`config.mk`:
```
export PLATFORM = sky130hd
export DESIGN_NAME = i2c_master_status_sequencer
export DESIGN_NICKNAME = d
export VERILOG_FILES = /design/src/i2cms_pkg.sv /design/src/i2c_master_status_sequencer.sv /design/src/i2cms_rx_store.sv
export SDC_FILE = /design/constraint.sdc
export NUM_CORES = 1
export LEC_CHECK = 0
export BUFFER_PORTS_ARGS = -buffer_cell sky130_fd_sc_hd__buf_2
export CAP_MARGIN = 25
export CORE_AREA = 3 3 179 181
export CTS_CLUSTER_DIAMETER = 30
export DETAILED_ROUTE_END_ITERATION = 8
export DIE_AREA = 0 0 182 184
export PLACE_DENSITY = 0.66
export SETUP_SLACK_MARGIN = 0.15
export SLEW_MARGIN = 20
export SYNTH_ARGS = -nofsm -noshare
export SYNTH_HDL_FRONTEND = slang
export SYNTH_SLANG_ARGS = --single-unit
export TNS_END_PERCENT = 1
```
`constraint.sdc`:
```
create_clock -name clk -period 6.9 [get_ports clk]
set_input_delay 0.345 -clock clk [delete_from_list [all_inputs] [get_ports clk]]
set_output_delay 0.345 -clock clk [all_outputs]
set_load 0.01 [all_outputs]
```
`src/i2cms_pkg.sv`:
```
package i2cms_pkg;

  // Command opcodes
  localparam logic [1:0] OP_EVENT = 2'd0;
  localparam logic [1:0] OP_LOAD  = 2'd1;
  localparam logic [1:0] OP_START = 2'd2;
  localparam logic [1:0] OP_READ  = 2'd3;

  // Transfer modes
  localparam logic [1:0] MODE_WRITE      = 2'd0;
  localparam logic [1:0] MODE_READ       = 2'd1;
  localparam logic [1:0] MODE_WRITE_READ = 2'd2;

  // Transfer status values
  localparam logic [1:0] ST_IDLE   = 2'd0;
  localparam logic [1:0] ST_BUSY   = 2'd1;
  localparam logic [1:0] ST_FAILED = 2'd2;
  localparam logic [1:0] ST_DATAV  = 2'd3;

  // Acknowledge control
  localparam logic [1:0] ACK_KEEP  = 2'd0;
  localparam logic [1:0] ACK_SET   = 2'd1;
  localparam logic [1:0] ACK_CLEAR = 2'd2;

  // Bus engine status codes
  localparam logic [7:0] SC_START     = 8'h08;
  localparam logic [7:0] SC_RSTART    = 8'h10;
  localparam logic [7:0] SC_AW_ACK    = 8'h18;
  localparam logic [7:0] SC_AW_NACK   = 8'h20;
  localparam logic [7:0] SC_DW_ACK    = 8'h28;
  localparam logic [7:0] SC_DW_NACK   = 8'h30;
  localparam logic [7:0] SC_ARB_LOST  = 8'h38;
  localparam logic [7:0] SC_AR_ACK    = 8'h40;
  localparam logic [7:0] SC_AR_NACK   = 8'h48;
  localparam logic [7:0] SC_DR_ACK    = 8'h50;
  localparam logic [7:0] SC_DR_NACK   = 8'h58;

  // Address byte keeps the seven address bits, bit 0 is read/write
  localparam logic [7:0] ADDR_MASK = 8'b11111110;

  typedef struct packed {
    logic [1:0] opcode;
    logic [7:0] status_code;
    logic [7:0] bus_byte;
    logic [6:0] target_address;
    logic [1:0] transfer_mode;
    logic [4:0] send_length;
    logic [4:0] receive_length;
    logic [3:0] buffer_index;
    logic [7:0] buffer_byte;
    logic       last_read;
  } in_item_t;

  typedef struct packed {
    logic       load_data;
    logic [7:0] data_out;
    logic       request_start;
    logic       request_stop;
    logic [1:0] ack_control;
    logic       accepted;
    logic [1:0] transfer_status;
    logic [7:0] read_byte;
  } out_item_t;

  // Receive buffer strobes
  typedef struct packed {
    logic wr_en;
    logic clr_en;
  } rx_ctl_t;

endpackage

```
`src/i2c_master_status_sequencer.sv`:
```
// I2C master sequencer driven by bus engine status codes.
// Input channel (in_valid / in_stall / in_item) carries one command per
// transfer: a bus status event, a transmit byte load, a transfer start or a
// received byte read. The result channel (out_valid / out_stall / out_item)
// returns exactly one result per command, in command order.
// A command passes through two register stages, the command register and
// the result register. Throughput: one command per cycle while the receiver
// does not stall; the decode and the state update happen combinationally
// between the two registers.
// When the receiver stalls, the result register holds; one more command
// waits in the command register, then in_stall rises until the result is
// taken. Nothing is lost or repeated.
// Reset (rst_n low, synchronous) empties both registers, sets the status to
// idle, clears positions, counts and the address byte, and marks all receive
// slots empty (they read as zero). Transmit slots hold no reset value and
// should be loaded before they are sent.
module i2c_master_status_sequencer #(
  parameter int SEND_DEPTH    = 16,
  parameter int RECEIVE_DEPTH = 16
) (
  input  logic                  clk,
  input  logic                  rst_n,
  input  logic                  in_valid,
  output logic                  in_stall,
  input  i2cms_pkg::in_item_t   in_item,
  output logic                  out_valid,
  input  logic                  out_stall,
  output i2cms_pkg::out_item_t  out_item
);
  import i2cms_pkg::*;

  localparam int POS_MAX = (SEND_DEPTH > RECEIVE_DEPTH) ? SEND_DEPTH : RECEIVE_DEPTH;
  localparam int POS_W   = $clog2(POS_MAX + 1);
  localparam int SCNT_W  = $clog2(SEND_DEPTH + 1);
  localparam int RCNT_W  = $clog2(RECEIVE_DEPTH + 1);
  localparam int CW      = ((POS_W > 5) ? POS_W : 5) + 1;
  localparam int SIDX_W  = (SEND_DEPTH > 1) ? $clog2(SEND_DEPTH) : 1;
  localparam int RIDX_W  = $clog2(RECEIVE_DEPTH);

  localparam logic [CW-1:0] POS_MAX_C = CW'(POS_MAX);
  localparam logic [CW-1:0] SDEPTH_C  = CW'(SEND_DEPTH);
  localparam logic [CW-1:0] RDEPTH_C  = CW'(RECEIVE_DEPTH);
  localparam logic [CW-1:0] ONE_C     = CW'(1);

  // Pipeline registers
  logic      in_valid_r;
  in_item_t  in_item_r;
  logic      out_valid_r;
  out_item_t out_item_r;
  out_item_t out_item_nxt;
  logic      advance;

  // Sequencer state
  logic [POS_W-1:0]  pos_r,    pos_nxt;
  logic [7:0]        addr_r,   addr_nxt;
  logic [SCNT_W-1:0] scnt_r,   scnt_nxt;
  logic [RCNT_W-1:0] rcnt_r,   rcnt_nxt;
  logic              raw_r,    raw_nxt;
  logic [1:0]        status_r, status_nxt;

  logic [7:0] send_mem_r [SEND_DEPTH];

  // Decode helpers
  logic [CW-1:0]     pos_c, pos_inc, spos, sidx_c, idx_c, slen_c, rlen_c;
  logic [7:0]        send_rd;
  logic [7:0]        rx_rd;
  rx_ctl_t           rx_ctl;
  logic [RIDX_W-1:0] rx_wr_addr;
  logic [RIDX_W-1:0] rx_rd_addr;
  logic              send_wr;

  // Handshake: the command register moves on whenever the result register
  // is empty or being drained
  assign advance   = in_valid_r && (!out_valid_r || !out_stall);
  assign in_stall  = in_valid_r && !advance;
  assign out_valid = out_valid_r;
  assign out_item  = out_item_r;

  // Position, index and length arithmetic
  always_comb begin
    pos_c   = CW'(pos_r);
    pos_inc = (pos_c < POS_MAX_C) ? pos_c + ONE_C : pos_c;
    spos    = (in_item_r.status_code == SC_DW_ACK) ? pos_inc : pos_c;
    sidx_c  = (spos >= SDEPTH_C) ? SDEPTH_C - ONE_C : spos;
    idx_c   = CW'(in_item_r.buffer_index);
    slen_c  = CW'(in_item_r.send_length);
    rlen_c  = CW'(in_item_r.receive_length);
  end

  assign send_rd    = send_mem_r[SIDX_W'(sidx_c)];
  assign rx_wr_addr = RIDX_W'(pos_r);
  assign rx_rd_addr = RIDX_W'(in_item_r.buffer_index);

  // Command decode and state update
  always_comb begin
    pos_nxt      = pos_r;
    addr_nxt     = addr_r;
    scnt_nxt     = scnt_r;
    rcnt_nxt     = rcnt_r;
    raw_nxt      = raw_r;
    status_nxt   = status_r;
    out_item_nxt = '0;
    rx_ctl       = '0;
    send_wr      = 1'b0;

    case (in_item_r.opcode)
      OP_EVENT: begin
        case (in_item_r.status_code)
          SC_START, SC_RSTART: begin
            out_item_nxt.load_data = 1'b1;
            out_item_nxt.data_out  = addr_r;
          end
          SC_AW_ACK: begin
            out_item_nxt.load_data = 1'b1;
            out_item_nxt.data_out  = send_rd;
          end
          SC_AW_NACK, SC_AR_NACK: begin
            out_item_nxt.request_stop = 1'b1;
            status_nxt = ST_FAILED;
            pos_nxt    = '0;
          end
          SC_DW_ACK: begin
            // write phase ends once every byte has gone out
            if (pos_inc >= CW'(scnt_r)) begin
              if (raw_r) begin
                out_item_nxt.request_start = 1'b1;
                addr_nxt = addr_r | 8'h01;
              end else begin
                out_item_nxt.request_stop = 1'b1;
                status_nxt = ST_IDLE;
              end
              pos_nxt = '0;
            end else begin
              out_item_nxt.load_data = 1'b1;
              out_item_nxt.data_out  = send_rd;
              pos_nxt = POS_W'(pos_inc);
            end
          end
          SC_DW_NACK: begin
            out_item_nxt.request_stop = 1'b1;
            status_nxt = ST_IDLE;
            pos_nxt    = '0;
          end
          SC_ARB_LOST: begin
            pos_nxt = '0;
          end
          SC_AR_ACK: begin
            out_item_nxt.ack_control = ACK_SET;
          end
          SC_DR_ACK: begin
            rx_ctl.wr_en = advance && (pos_c < RDEPTH_C);
            pos_nxt      = POS_W'(pos_inc);
            // NACK the next byte when it is the last one
            out_item_nxt.ack_control =
              ((pos_inc + ONE_C) >= CW'(rcnt_r)) ? ACK_CLEAR : ACK_SET;
          end
          SC_DR_NACK: begin
            rx_ctl.wr_en = advance && (pos_c < RDEPTH_C);
            out_item_nxt.request_stop = 1'b1;
            status_nxt = ST_DATAV;
            pos_nxt    = '0;
          end
          default: begin
          end
        endcase
      end
      OP_LOAD: begin
        send_wr = advance && (idx_c < SDEPTH_C);
      end
      OP_START: begin
        if (status_r != ST_BUSY && status_r != ST_DATAV) begin
          addr_nxt = ({in_item_r.target_address, 1'b0} & ADDR_MASK)
                   | {7'd0, in_item_r.transfer_mode[0]};
          scnt_nxt = (slen_c > SDEPTH_C) ? SCNT_W'(SEND_DEPTH) : SCNT_W'(slen_c);
          rcnt_nxt = (rlen_c > RDEPTH_C) ? RCNT_W'(RECEIVE_DEPTH) : RCNT_W'(rlen_c);
          raw_nxt  = (in_item_r.transfer_mode == MODE_WRITE_READ);
          status_nxt = ST_BUSY;
          out_item_nxt.request_start = 1'b1;
          out_item_nxt.accepted      = 1'b1;
        end
      end
      OP_READ: begin
        if (status_r == ST_DATAV) begin
          out_item_nxt.accepted = 1'b1;
          if (idx_c < RDEPTH_C) begin
            out_item_nxt.read_byte = rx_rd;
            rx_ctl.clr_en = advance;
          end
        end
        if (in_item_r.last_read) begin
          status_nxt = ST_IDLE;
        end
      end
      default: begin
      end
    endcase

    out_item_nxt.transfer_status = status_nxt;
  end

  // Receive buffer
  i2cms_rx_store #(
    .DEPTH (RECEIVE_DEPTH),
    .IDX_W (RIDX_W)
  ) u_rx_store (
    .clk     (clk),
    .rst_n   (rst_n),
    .ctl     (rx_ctl),
    .wr_addr (rx_wr_addr),
    .wr_data (in_item_r.bus_byte),
    .rd_addr (rx_rd_addr),
    .rd_data (rx_rd)
  );

  // Control registers and state
  always_ff @(posedge clk) begin
    if (!rst_n) begin
      in_valid_r  <= 1'b0;
      out_valid_r <= 1'b0;
      pos_r       <= '0;
      addr_r      <= '0;
      scnt_r      <= '0;
      rcnt_r      <= '0;
      raw_r       <= 1'b0;
      status_r    <= ST_IDLE;
    end else begin
      if (in_valid && !in_stall) begin
        in_valid_r <= 1'b1;
      end else if (advance) begin
        in_valid_r <= 1'b0;
      end
      if (advance) begin
        out_valid_r <= 1'b1;
        pos_r       <= pos_nxt;
        addr_r      <= addr_nxt;
        scnt_r      <= scnt_nxt;
        rcnt_r      <= rcnt_nxt;
        raw_r       <= raw_nxt;
        status_r    <= status_nxt;
      end else if (!out_stall) begin
        out_valid_r <= 1'b0;
      end
    end
  end

  // Payload registers
  always_ff @(posedge clk) begin
    if (in_valid && !in_stall) begin
      in_item_r <= in_item;
    end
    if (advance) begin
      out_item_r <= out_item_nxt;
    end
  end

  // Transmit buffer
  always_ff @(posedge clk) begin
    if (send_wr) begin
      send_mem_r[SIDX_W'(in_item_r.buffer_index)] <= in_item_r.buffer_byte;
    end
  end

  // Checks
  a_busy_only_by_start: assert property (@(posedge clk) disable iff (!rst_n)
    (advance && status_r != ST_BUSY && status_nxt == ST_BUSY)
      |-> (in_item_r.opcode == OP_START))
    else $error("status went busy without a start command");

  a_pos_bound: assert property (@(posedge clk) disable iff (!rst_n)
    CW'(pos_r) <= POS_MAX_C)
    else $error("byte position past its limit");

  a_count_bound: assert property (@(posedge clk) disable iff (!rst_n)
    (CW'(scnt_r) <= SDEPTH_C) && (CW'(rcnt_r) <= RDEPTH_C))
    else $error("byte count past buffer depth");

  a_result_from_advance: assert property (@(posedge clk) disable iff (!rst_n)
    $rose(out_valid_r) |-> $past(advance))
    else $error("result appeared without a command");

  a_state_holds_idle: assert property (@(posedge clk) disable iff (!rst_n)
    !advance |=> $stable(status_r) && $stable(pos_r))
    else $error("state changed without a command");

endmodule

```
`src/i2cms_rx_store.sv`:
```
module i2cms_rx_store #(
  parameter int DEPTH = 16,
  parameter int IDX_W = 4
) (
  input  logic                 clk,
  input  logic                 rst_n,
  input  i2cms_pkg::rx_ctl_t   ctl,
  input  logic [IDX_W-1:0]     wr_addr,
  input  logic [7:0]           wr_data,
  input  logic [IDX_W-1:0]     rd_addr,
  output logic [7:0]           rd_data
);
  import i2cms_pkg::*;

  logic [7:0] mem_r [DEPTH];
  logic [DEPTH-1:0] vld_r;

  // An entry that is not valid reads as zero
  assign rd_data = vld_r[rd_addr] ? mem_r[rd_addr] : 8'h00;

  // Valid bits: set on a received byte, cleared when the byte is read out
  always_ff @(posedge clk) begin
    if (!rst_n) begin
      vld_r <= '0;
    end else begin
      if (ctl.clr_en) begin
        vld_r[rd_addr] <= 1'b0;
      end
      if (ctl.wr_en) begin
        vld_r[wr_addr] <= 1'b1;
      end
    end
  end

  // Data storage
  always_ff @(posedge clk) begin
    if (ctl.wr_en) begin
      mem_r[wr_addr] <= wr_data;
    end
  end

endmodule
```
Yosys cells after proc, flatten, opt, wreduce, memory -nomap -nowiden --
Memories as Yosys holds them, arrays and structs flattened. A register that Yosys moved wholly into a read port is not among the register bits. Cells that the tools add are included.
Cells by class: $add $sub $neg 2, order comparisons 11, eq/ne operators 23, multiplexer cells 54, bitwise operators 5, reductions and logical operators 28
Operators by type and width (number):
- $mux 16 | 3
- $eq 8x6->1 const B | 4
- $eq 8x7->1 const B | 4
- $pmux 9 s3 | 1
- $mux 1 | 25
- $and 16x16->16 | 1
- $eq 8x5->1 const B | 2
- $not 16->16 | 1
- $or 16x16->16 | 1
- $pmux 8 s2 | 1
- $lt 4x5->1 const B | 3
- $mux 5 | 3
- $pmux 5 s3 | 1
- $ge 6x5->1 | 2
- $mux 2 | 6
- $mux 6 | 2
- $gt 5x5->1 const B | 2
- $ne 2x2->1 const B | 5
- $mux 9 | 1
- $demux 1 s4 | 2
- $eq 2x2->1 const B | 4
- $eq 8x4->1 const B | 1
- $ge 4x1->1 const B | 2
- $logic_and 1x1->1 | 8
- 26 further kinds | 38
Word-level totals: bits in registers 110, bits in writable memories 256, bits of input ports 54, output and inout bits 26, word-level logic and storage cells 152, memories kept 2
Memory list:
- send_mem_r | depth 16, width 8, rd ports 1, clocked after Yosys merged registers in 0, write ports 1, line i2c_master_status_sequencer.sv:61 | logic [7:0] send_mem_r [SEND_DEPTH];
- u_rx_store.mem_r | depth 16, width 8, rd ports 1, clocked after Yosys merged registers in 1, write ports 1, line i2cms_rx_store.sv:15 | logic [7:0] mem_r [DEPTH];

Longest topological paths before layout --
Gate-level depths: netlist (run 1).
word-level depth 10, gate-level depth with buffers 12, gate-level depth less buffers 11

Hierarchy --
A second synthesis (run 1) with hierarchy kept.
Unflattened totals: cell total of the unflattened synthesis 948, area total of the unflattened synthesis 15264.6 um^2
By module, submodules not included:
- i2c_master_status_sequencer | instances 1, cells an instance 658, area each 9497.9 um^2, sequential area each 6626.4 um^2
- i2cms_rx_store | instances 1, cells an instance 290, area each 5766.8 um^2, sequential area each 4164.0 um^2

Least setup slack after synthesis (run 1) --
Ideal clock, no wire load.
path type input to register, start point input port out_stall, end point register in_item_r[0] (netlist name) (enable), setup time 463 ps, data arrival time 2821 ps, required time 6437 ps, setup slack 3616 ps, cell stages on the path 2, buffers on the path 0, cell sequence and3_1 > nor2b_1
Between the ends: longest elaborated chain between the ends 7
RTL lines:
- start: declaration | line i2c_master_status_sequencer.sv:27 | input logic out_stall,
- $logic_not 1->1
- $logic_or 1x1->1 | line i2c_master_status_sequencer.sv:74 | assign advance = in_valid_r && (!out_valid_r || !out_stall);
- $logic_and 1x1->1 | line i2c_master_status_sequencer.sv:74
- $logic_not 1->1 | line i2c_master_status_sequencer.sv:75 | assign in_stall = in_valid_r && !advance;
- $logic_and 1x1->1 | line i2c_master_status_sequencer.sv:75
- $logic_not 1->1 | line i2c_master_status_sequencer.sv:248 | if (in_valid && !in_stall) begin
- $logic_and 1x1->1 | line i2c_master_status_sequencer.sv:248
- end signal: assignment | line i2c_master_status_sequencer.sv:249 | in_item_r <= in_item;
- end: declaration | line i2c_master_status_sequencer.sv:47 | in_item_t in_item_r;
No other way between the ends. A chain may end at the register's enable or synchronous reset.

Worst setup path in the final report (run 1) --
start point register pos_r[0], end point register out_item_r (netlist bit out_item[11]) (data pin)
Between the ends: longest elaborated chain between the ends 6, elaborated cells on any way between the ends 7, those cells by class 2 x add/sub; 2 x order compare; 3 x mux
RTL lines:
- start: declaration | line i2c_master_status_sequencer.sv:54 | logic [POS_W-1:0] pos_r, pos_nxt;
- start signal: assignment | line i2c_master_status_sequencer.sv:234 | pos_r <= pos_nxt;
- $add 5x1->6 / $lt 5x5->1 (equally long branches) | line i2c_master_status_sequencer.sv:82 | pos_inc = (pos_c < POS_MAX_C) ? pos_c + ONE_C : pos_c;
- $mux 6 * | line i2c_master_status_sequencer.sv:82
- $add 6x1->6 * | line i2c_master_status_sequencer.sv:155 | ((pos_inc + ONE_C) >= CW'(rcnt_r)) ? ACK_CLEAR : ACK_SET;
- $ge 6x5->1 * | line i2c_master_status_sequencer.sv:155
- $mux 2 * | line i2c_master_status_sequencer.sv:155
- $pmux 2 s2 * | line i2c_master_status_sequencer.sv:108 | case (in_item_r.status_code)
- end signal: assignment | line i2c_master_status_sequencer.sv:252 | out_item_r <= out_item_nxt;
- end: declaration | line i2c_master_status_sequencer.sv:49 | out_item_t out_item_r;
Mark *: on every way between the ends. The rest lies on a longest branch, timed or not.

==> impl_metrics.py, run 1 <==
metrics = {
    "setup_path": {
        "critical_path_class": "reg2reg",
        "startpoint_type": "register",
        "r2r_slack_ps": 3410,
        "reg2reg_depth": 10,
        "critPathMostFrequentCell": "ha_1",
        "cp_max_fo": 9,
        "r2r_end": "out_item[11]$_SDFFCE_PN0P_",
        "critPathLaunch": "pos_r[0]$_SDFFE_PN0P_",
        "slowest_delay_ps": 550,
        "cp.required_ps": 7200,
        "crit_chain": "ha_1, nand2b_1, xnor2_1, and3_1, xor2_1, ha_1, nor2b_1, o21ai_0, nand2_1, a2111oi_0",
        "crit_end": "out_item[11]$_SDFFCE_PN0P_",
        "r2r-start": "pos_r[0]$_SDFFE_PN0P_",
        "crit_path_end_kind": "register",
        "worst_path_max_delay_cell": "dfxtp_1",
        "arrival_ps": 3790,
    },
    "synthesis": {
        "synth_compound_area_share_pct": 9.17,
        "syn_area_sq_um": 15200,
        "synthMuxAreaShare_pct": 7.03,
        "synth_cell_types": 61,
        "ys_seq_area_share_pct": 71.2,
        "synth_nets": 1038,
        "syn_avg_cell_area_sq_um": 15.6,
        "synthCells": 969,
        "synthAdderAreaFrac_pct": 1.24,
        "synth-async-reset-ratio_pct": 0,
        "synth_top_family_by_area": "compound AO/OA/AOI/OAI gates",
        "ys.flop_type": "edfxtp_1",
        "synth_xor_area_share_pct": 0.512,
        "yosys.area_share.simple_pct": 8.65,
        "ys_ff_latch": 374,
        "yosys_warnings": 0,
        "synth_edf_count": 330,
    },
    "global_routing": {
        "grt_first_pass_wirelength_um": 54100,
        "grt-ovfl-total": 0,
        "antenna_found_initial": 0,
        "grt_max_degree": 65,
        "grt_pass1_vias": 9367,
        "grt_usage_pct": 21.0,
    },
    "final_layout": {
        "nFillCells": 2218,
        "fin_util_pct": 62.1,
        "diodes": 0,
        "drive_above_1_share_pct": 24.1,
        "area.growth.synth_to_final_pct": 25.3,
        "final_nets": 1206,
    },
    "power": {
        "ir_worst_vdd_mv": 0.223,
        "p_leak_nw": 6.51,
        "finalPower_mw": 6.19,
        "power.density_nw_per_um2": 326,
    },
    "route": {
        "wirelength_um": 35100,
        "antenna_left": 0,
        "drt_first_pass_iters": 4,
        "wl_per_cell_um": 22.0,
        "via_per_inst": 5.81,
        "drc": 0,
        "drt_iter0_markers": 763,
        "vias": 9278,
    },
    "outcome": {
        "status": "finished clean",
    },
    "clock_network": {
        "cts_tree": "yes",
        "root_buffer": "clkbuf_16",
        "path_clk_slew_ps": 40,
        "clk_latency_ps": 580,
        "cts_buffers": 76,
        "ctsLongestPathBuffers": 3,
        "numClockSinks": 374,
        "h-tree-depth": 3,
    },
    "timing": {
        "fin_tns_setup_ps": 0,
        "hold_viol": 0,
        "setup_viol": 0,
        "post-route-period-util_pct": 50.6,
        "skew_ps": 34.0,
        "rsz0062_at_grt": "no",
        "relSlewSlack_pct": 30.2,
        "slew_viol_final": 0,
        "fmax_mhz": 286,
        "tightestPinTransition_ps": 1040,
        "min_period_ps": 3490,
    },
    "min_path": {
        "min_path_type": "in2reg",
    },
    "floorplan": {
        "initial_core_util_pct": 49.5,
        "core_area_sq_um": 30600,
        "die_area_sq_um": 33500,
        "die_y_um": 184,
        "ios": 80,
        "fp.dieW_um": 182,
        "rows": 64,
    },
    "placement": {
        "portBuffers": 79,
        "place_hpwl_um": 21700,
        "gp_congestion": 0.846,
    },
    "run": {
        "drv_cap": 0,
    },
}
==> power by group <==
group	total, mW	leakage, nW	switching, mW	internal [mW]
combinational	0.152	1.90	0.0774	0.0750
clock	3.49	1.24	1.19	2.30
sequential	2.54	3.38	0.0434	2.50
==> flip-flops by register name, indices dropped and copies added (netlist names), 4 cells and up <==
signal	count
pos_r	5
scnt_r	5
rcnt_r	5
send_mem_r	128
addr_r	8
out_item	24
u_rx_store.mem_r	128
u_rx_store.vld_r	16
rx_rd_addr	4
in_item_r	46
==> per-layer routing <==
metal / vias up / share of wire, % / GRT usage (%)
met5: - / 0 / 0
met4: 0 / 1.8 / 6.67
met3: 49 / 7.6 / 4.08
met2: 404 / 46 / 32.0
met1: 4638 / 44 / 31.0
li1: 4187 / - / -
==> layout by cell type (no fill, tap or decap), types with 4 or more instances in the layout <==
cell type,instances
bufinv_16,4
clkinvlp_4,7
mux2i_1,4
nand2_1,118
nor2_1,44
o22ai_1,6
ha_1,15
a21oi_1,14
inv_1,13
nand3_1,15
clkbuf_1,11
buf_2,79
a21boi_0,18
clkbuf_16,79
nor3_1,13
nand3b_1,14
nand2b_1,12
o211ai_1,4
and3_1,13
nor2b_1,4
o31ai_1,8
buf_4,19
and2_1,4
dlygate4sd3_1,50
clkinv_2,20
dfxtp_1,44
nor3b_1,8
o21a_1,33
edfxtp_1,330
a221oi_1,29
a21o_1,6
xor2_1,5
clkinv_4,7
clkbuf_8,4
o21ai_0,12
a311oi_1,29
a31oi_1,4
mux4_2,45
==> metrics by stage <==
stage	setup WS (ps)	cell area, sq um	cells	hold slack, ps
after global placement	3370	15900	1394	455
final	3410	19000	1597	34.3
after floorplan	3620	15200	969	441
after global routing	3150	19000	1597	31.6
after detailed placement	3510	15900	1400	465
after CTS	3480	18900	1592	4.63
==> synthesized netlist by cell type, types with 14 or more instances <==
| master | count | area [sq um] |
|---|---|---|
| nor2_1 | 44 | 165 |
| nand3b_1 | 14 | 105 |
| inv_1 | 14 | 52.6 |
| ha_1 | 15 | 188 |
| a21boi_0 | 18 | 135 |
| edfxtp_1 | 330 | 9910 |
| dfxtp_1 | 44 | 881 |
| o21a_1 | 33 | 248 |
| a311oi_1 | 29 | 254 |
| nand3_1 | 15 | 75.1 |
| a221oi_1 | 29 | 254 |
| a21oi_1 | 14 | 70.1 |
| nand2_1 | 118 | 443 |
| buf_2 | 16 | 80.1 |
| mux4_2 | 45 | 1010 |
| nor3_1 | 15 | 75.1 |
| clkbuf_1 | 29 | 109 |
==> critical path, delay by kind of cell (launching register included) <==
family                   cells  cell delay, ps
adder cells (fa/ha/maj)      2             650
flip-flops                   1             550
AO/OA/AOI/OAI                2             770
AND/OR/NAND/NOR              4             590
XOR/XNOR                     2             670
==> cells by family (layout without fill, tap and decap cells) <==
group | after synthesis | in the layout
AO/OA/AOI/OAI | 182 | 182
XOR/XNOR | 8 | 8
adder cells (fa/ha/maj) | 15 | 15
buffers and inverters | 73 | 305
flip-flops | 374 | 374
multiplexers | 50 | 50
AND/OR/NAND/NOR | 267 | 267
==> what timing repair did <==
| item | CTS | global route |
|---|---|---|
| buffers inserted | 0 | 0 |
| hold endpoints to repair | 50 | 0 |
| hold buffers | 50 | 0 |
| gates resized for setup | 0 | 0 |
==> worst min path at each step <==
stage	startpoint	to	slack [ps]	cells after the start
2_1_floorplan	scnt_r[1]$_SDFFE_PN0P_	scnt_r[1]$_SDFFE_PN0P_	440	2
3_3_place_gp	rcnt_r[4]$_SDFFE_PN0P_	rcnt_r[4]$_SDFFE_PN0P_	450	2
3_5_place_dp	rcnt_r[1]$_SDFFE_PN0P_	rcnt_r[1]$_SDFFE_PN0P_	470	2
4_1_cts	in_valid	in_valid_r$_SDFFE_PN0P_	5	2
5_1_grt	in_valid	in_valid_r$_SDFFE_PN0P_	30	2
6_report	in_valid	in_valid_r$_SDFFE_PN0P_	30	2
==> layout make-up <==
| class | instances | area [sq um] | area share [%] |
|---|---|---|---|
| Tap cell | 396 | 495 | 2.61 |
| Inverter | 15 | 56.3 | 0.297 |
| Sequential cell | 374 | 10800 | 56.8 |
| Timing Repair Buffer | 148 | 1040 | 5.47 |
| Clock buffer | 94 | 2070 | 10.9 |
| Clock inverter | 48 | 458 | 2.41 |
| Multi-Input combinational cell | 522 | 4070 | 21.5 |
(Power assumes the default switching activity.)
==> run 2: changes to the inputs <==
--- a/config.mk
+++ b/config.mk
@@ -5,13 +5,14 @@
 export SDC_FILE = /design/constraint.sdc
 export NUM_CORES = 1
 export LEC_CHECK = 0
+export ABC_AREA = 1
 export BUFFER_PORTS_ARGS = -buffer_cell sky130_fd_sc_hd__buf_2
 export CAP_MARGIN = 25
 export CORE_AREA = 3 3 179 181
 export CTS_CLUSTER_DIAMETER = 30
 export DETAILED_ROUTE_END_ITERATION = 8
 export DIE_AREA = 0 0 182 184
-export PLACE_DENSITY = 0.66
+export PLACE_DENSITY = 0.67
 export SETUP_SLACK_MARGIN = 0.15
 export SLEW_MARGIN = 20
 export SYNTH_ARGS = -nofsm -noshare
==> constraint.sdc (replaced) <==
create_clock -name clk -period 3.5 [get_ports clk]
set_input_delay 0.175 -clock clk [delete_from_list [all_inputs] [get_ports clk]]
set_output_delay 0.175 -clock clk [all_outputs]
set_load 0.01 [all_outputs]
==> impl_metrics.py, run 2 <==
metrics = {
    "clock_network": {
        "cts_hold_buffers": 52,
        "h-tree-depth": 2,
        "root_buffer": "clkbuf_16",
        "post_cts_resized": 0,
        "cts_tree": "yes",
        "path_clk_slew_ps": 50,
        "clk_latency_ps": 590,
        "post_cts_buffers": 0,
        "cts_buffers": 61,
        "numClockSinks": 374,
        "ctsLongestPathBuffers": 3,
    },
    "global_routing": {
        "antenna_found_initial": 0,
        "gr-usage-met3_pct": 4.47,
        "use_met1_pct": 29.4,
        "grt_max_degree": 65,
        "grt_usage_pct": 22.2,
        "grt_pass1_vias": 10600,
        "busiest_layer": "met2",
        "grt_first_pass_wirelength_um": 58000,
        "grt-ovfl-total": 0,
        "use_met2_pct": 36.4,
    },
    "floorplan": {
        "fp.dieW_um": 182,
        "ios": 80,
        "die_area_sq_um": 33500,
        "core_area_sq_um": 30600,
        "initial_core_util_pct": 49.7,
        "rows": 64,
        "die_y_um": 184,
    },
    "synthesis": {
        "synth-async-reset-ratio_pct": 0,
        "synth_xor_area_share_pct": 0.461,
        "synth_nets": 1310,
        "synthAdderAreaFrac_pct": 1.23,
        "synth_top_area_share_pct": 65.1,
        "synth.area.top_cells": "edfxtp_1, nand3_1, dfxtp_1, nand2_1, a22oi_1",
        "ys_seq_area_share_pct": 70.9,
        "synth_top_family_by_area": "simple AND/OR/NAND/NOR gates",
        "yosysMostFrequentCell": "edfxtp_1",
        "synth_edf_count": 330,
        "syn_area_sq_um": 15200,
        "ys.flop_type": "edfxtp_1",
        "yosys.area_share.simple_pct": 14.9,
        "synth_compound_area_share_pct": 8.28,
        "synth_common_cells": "edfxtp_1, nand2_1, nand3_1, nor2_1",
        "syn_avg_cell_area_sq_um": 12.3,
        "synthMuxAreaShare_pct": 0,
        "yosys_warnings": 0,
        "ys_ff_latch": 374,
        "synthCells": 1241,
        "synth_area_leader_cell": "edfxtp_1",
        "synth_cell_types": 44,
    },
    "setup_path": {
        "crit_chain": "inv_1, ha_1, inv_1, nand2_1, nand2_1, inv_1, ha_1, o21ai_0, nand2_1, nand4_1, nand2_1, o22ai_2, nand3_1, a21oi_1",
        "crit_family": "simple AND/OR/NAND/NOR gates",
        "cp.required_ps": 3910,
        "path_buf_inv": 3,
        "startpoint_type": "register",
        "arrival_ps": 3240,
        "r2r_slack_ps": 670,
        "critPathMostFrequentCell": "nand2_1",
        "crit_path_end_kind": "register",
        "worst_path_max_delay_cell": "dfxtp_1",
        "critical_path_class": "reg2reg",
        "cp_max_fo": 9,
        "slowest_delay_ps": 440,
    },
    "route": {
        "antenna_left": 0,
        "drc": 0,
        "wl_per_cell_um": 20.0,
        "drt_iter0_markers": 1121,
        "wirelength_um": 37300,
        "via_per_inst": 5.63,
        "drt_first_pass_iters": 5,
        "vias": 10500,
    },
    "timing": {
        "hold_viol": 0,
        "fin_tns_setup_ps": 0,
        "tightestPinTransition_ps": 1060,
        "post-route-period-util_pct": 80.7,
        "slew_viol_final": 0,
        "relSlewSlack_pct": 29.4,
        "fmax_mhz": 354,
        "skew_ps": 32.1,
        "rsz0062_at_grt": "no",
        "min_period_ps": 2830,
        "worst_slack_ps": 675,
        "setup_viol": 0,
    },
    "power": {
        "power.switching_mw": 2.53,
        "ir_worst_vdd_mv": 0.376,
        "seq_power_share_pct": 44.1,
        "combPwrFrac_pct": 2.9,
        "intPower_mw": 8.82,
        "p_clk_share_pct": 53.1,
        "finalPower_mw": 11.3,
        "p_sw_share_pct": 22.3,
        "power.density_nw_per_um2": 606,
        "p_leak_nw": 6.98,
    },
    "placement": {
        "gp_congestion": 0.874,
        "place_worst_setup_slack_ps": 699,
        "placed_cells": 1695,
        "place_hpwl_um": 23100,
        "portBuffers": 79,
    },
    "run": {
        "drv_cap": 0,
    },
    "final_layout": {
        "area.growth.synth_to_final_pct": 23.1,
        "most-common-layout-cells": "edfxtp_1, nand2_1, nand3_1, nor2_1, buf_2",
        "final_nets": 1483,
        "final_common_cell": "edfxtp_1",
        "reg_top3": "send_mem_r x128, u_rx_store.mem_r x128, in_item_r x46",
        "fin_util_pct": 61.2,
        "final_cells": 1861,
        "diodes": 0,
        "drive_above_1_share_pct": 17.4,
        "nFillCells": 2338,
    },
    "min_path": {
        "min_path_type": "in2reg",
    },
    "outcome": {
        "status": "finished clean",
    },
}
-- run 2: cell families after synthesis --
| group | Yosys count |
|---|---|
| fa+ha+maj | 15 |
| compound gates | 188 |
| buf+inv | 142 |
| flops | 374 |
| xor+xnor | 5 |
| simple gates | 517 |
-- run 2: power by group through the flow --
| stage | sequential [mW] | combinational (mW) | clock [mW] |
|---|---|---|---|
| final | 5.00 | 0.326 | 6.02 |
| after CTS | 5.00 | 0.323 | 6.10 |
| after floorplan | 5.06 | 0.154 | 0 |
| after global placement | 5.09 | 0.270 | 0 |
| after detailed placement | 5.09 | 0.275 | 0 |
| after global routing | 5.01 | 0.356 | 6.31 |
-- run 2: path summary, 6_finish.rpt --
check | end | depth (start not counted) | startpoint
hold reg to reg | scnt_r[2]$_SDFFE_PN0P_ | 2 | scnt_r[2]$_SDFFE_PN0P_
setup reg to reg | out_item[15]$_SDFFCE_PN0P_ | 14 | pos_r[0]$_SDFFE_PN0P_
hold / removal | pos_r[3]$_SDFFE_PN0P_ | 2 | rst_n
setup / recovery | out_item[15]$_SDFFCE_PN0P_ | 14 | pos_r[0]$_SDFFE_PN0P_
-- run 2: layout make-up --
type,count,area [sq um],area share (%)
sequential,374,10800,57.6
clock buffer,62,1550,8.29
clock inverter,52,576,3.07
tap,396,495,2.65
timing repair buffer,167,1190,6.34
multi-input combinational,725,3800,20.3
inverter,85,320,1.71
-- run 2: metrics by stage --
step                cell area [sq um]  hold slack (ps)
floorplan                       15200              274
global placement                16100              351
detailed placement              16100              353
CTS                             18700             71.7
global route                    18700              116
finish                          18700              112
-- run 2: worst reg2reg max path, delay by kind of cell (launching register included) --
kind                       cells  cell delay (ps)
DFF                            1              440
AOI/OAI and AO/OA              3              670
adders and majority gates      2              590
buffers and inverters          3              310
and+or+nand+nor                6              680
-- run 2: layer usage --
layer / share of wire (%) / vias to the layer above
met3: 6.9 / 83
met5: 0 / -
met2: 49 / 416
met1: 41 / 5108
li1: - / 4874
met4: 2.7 / 0
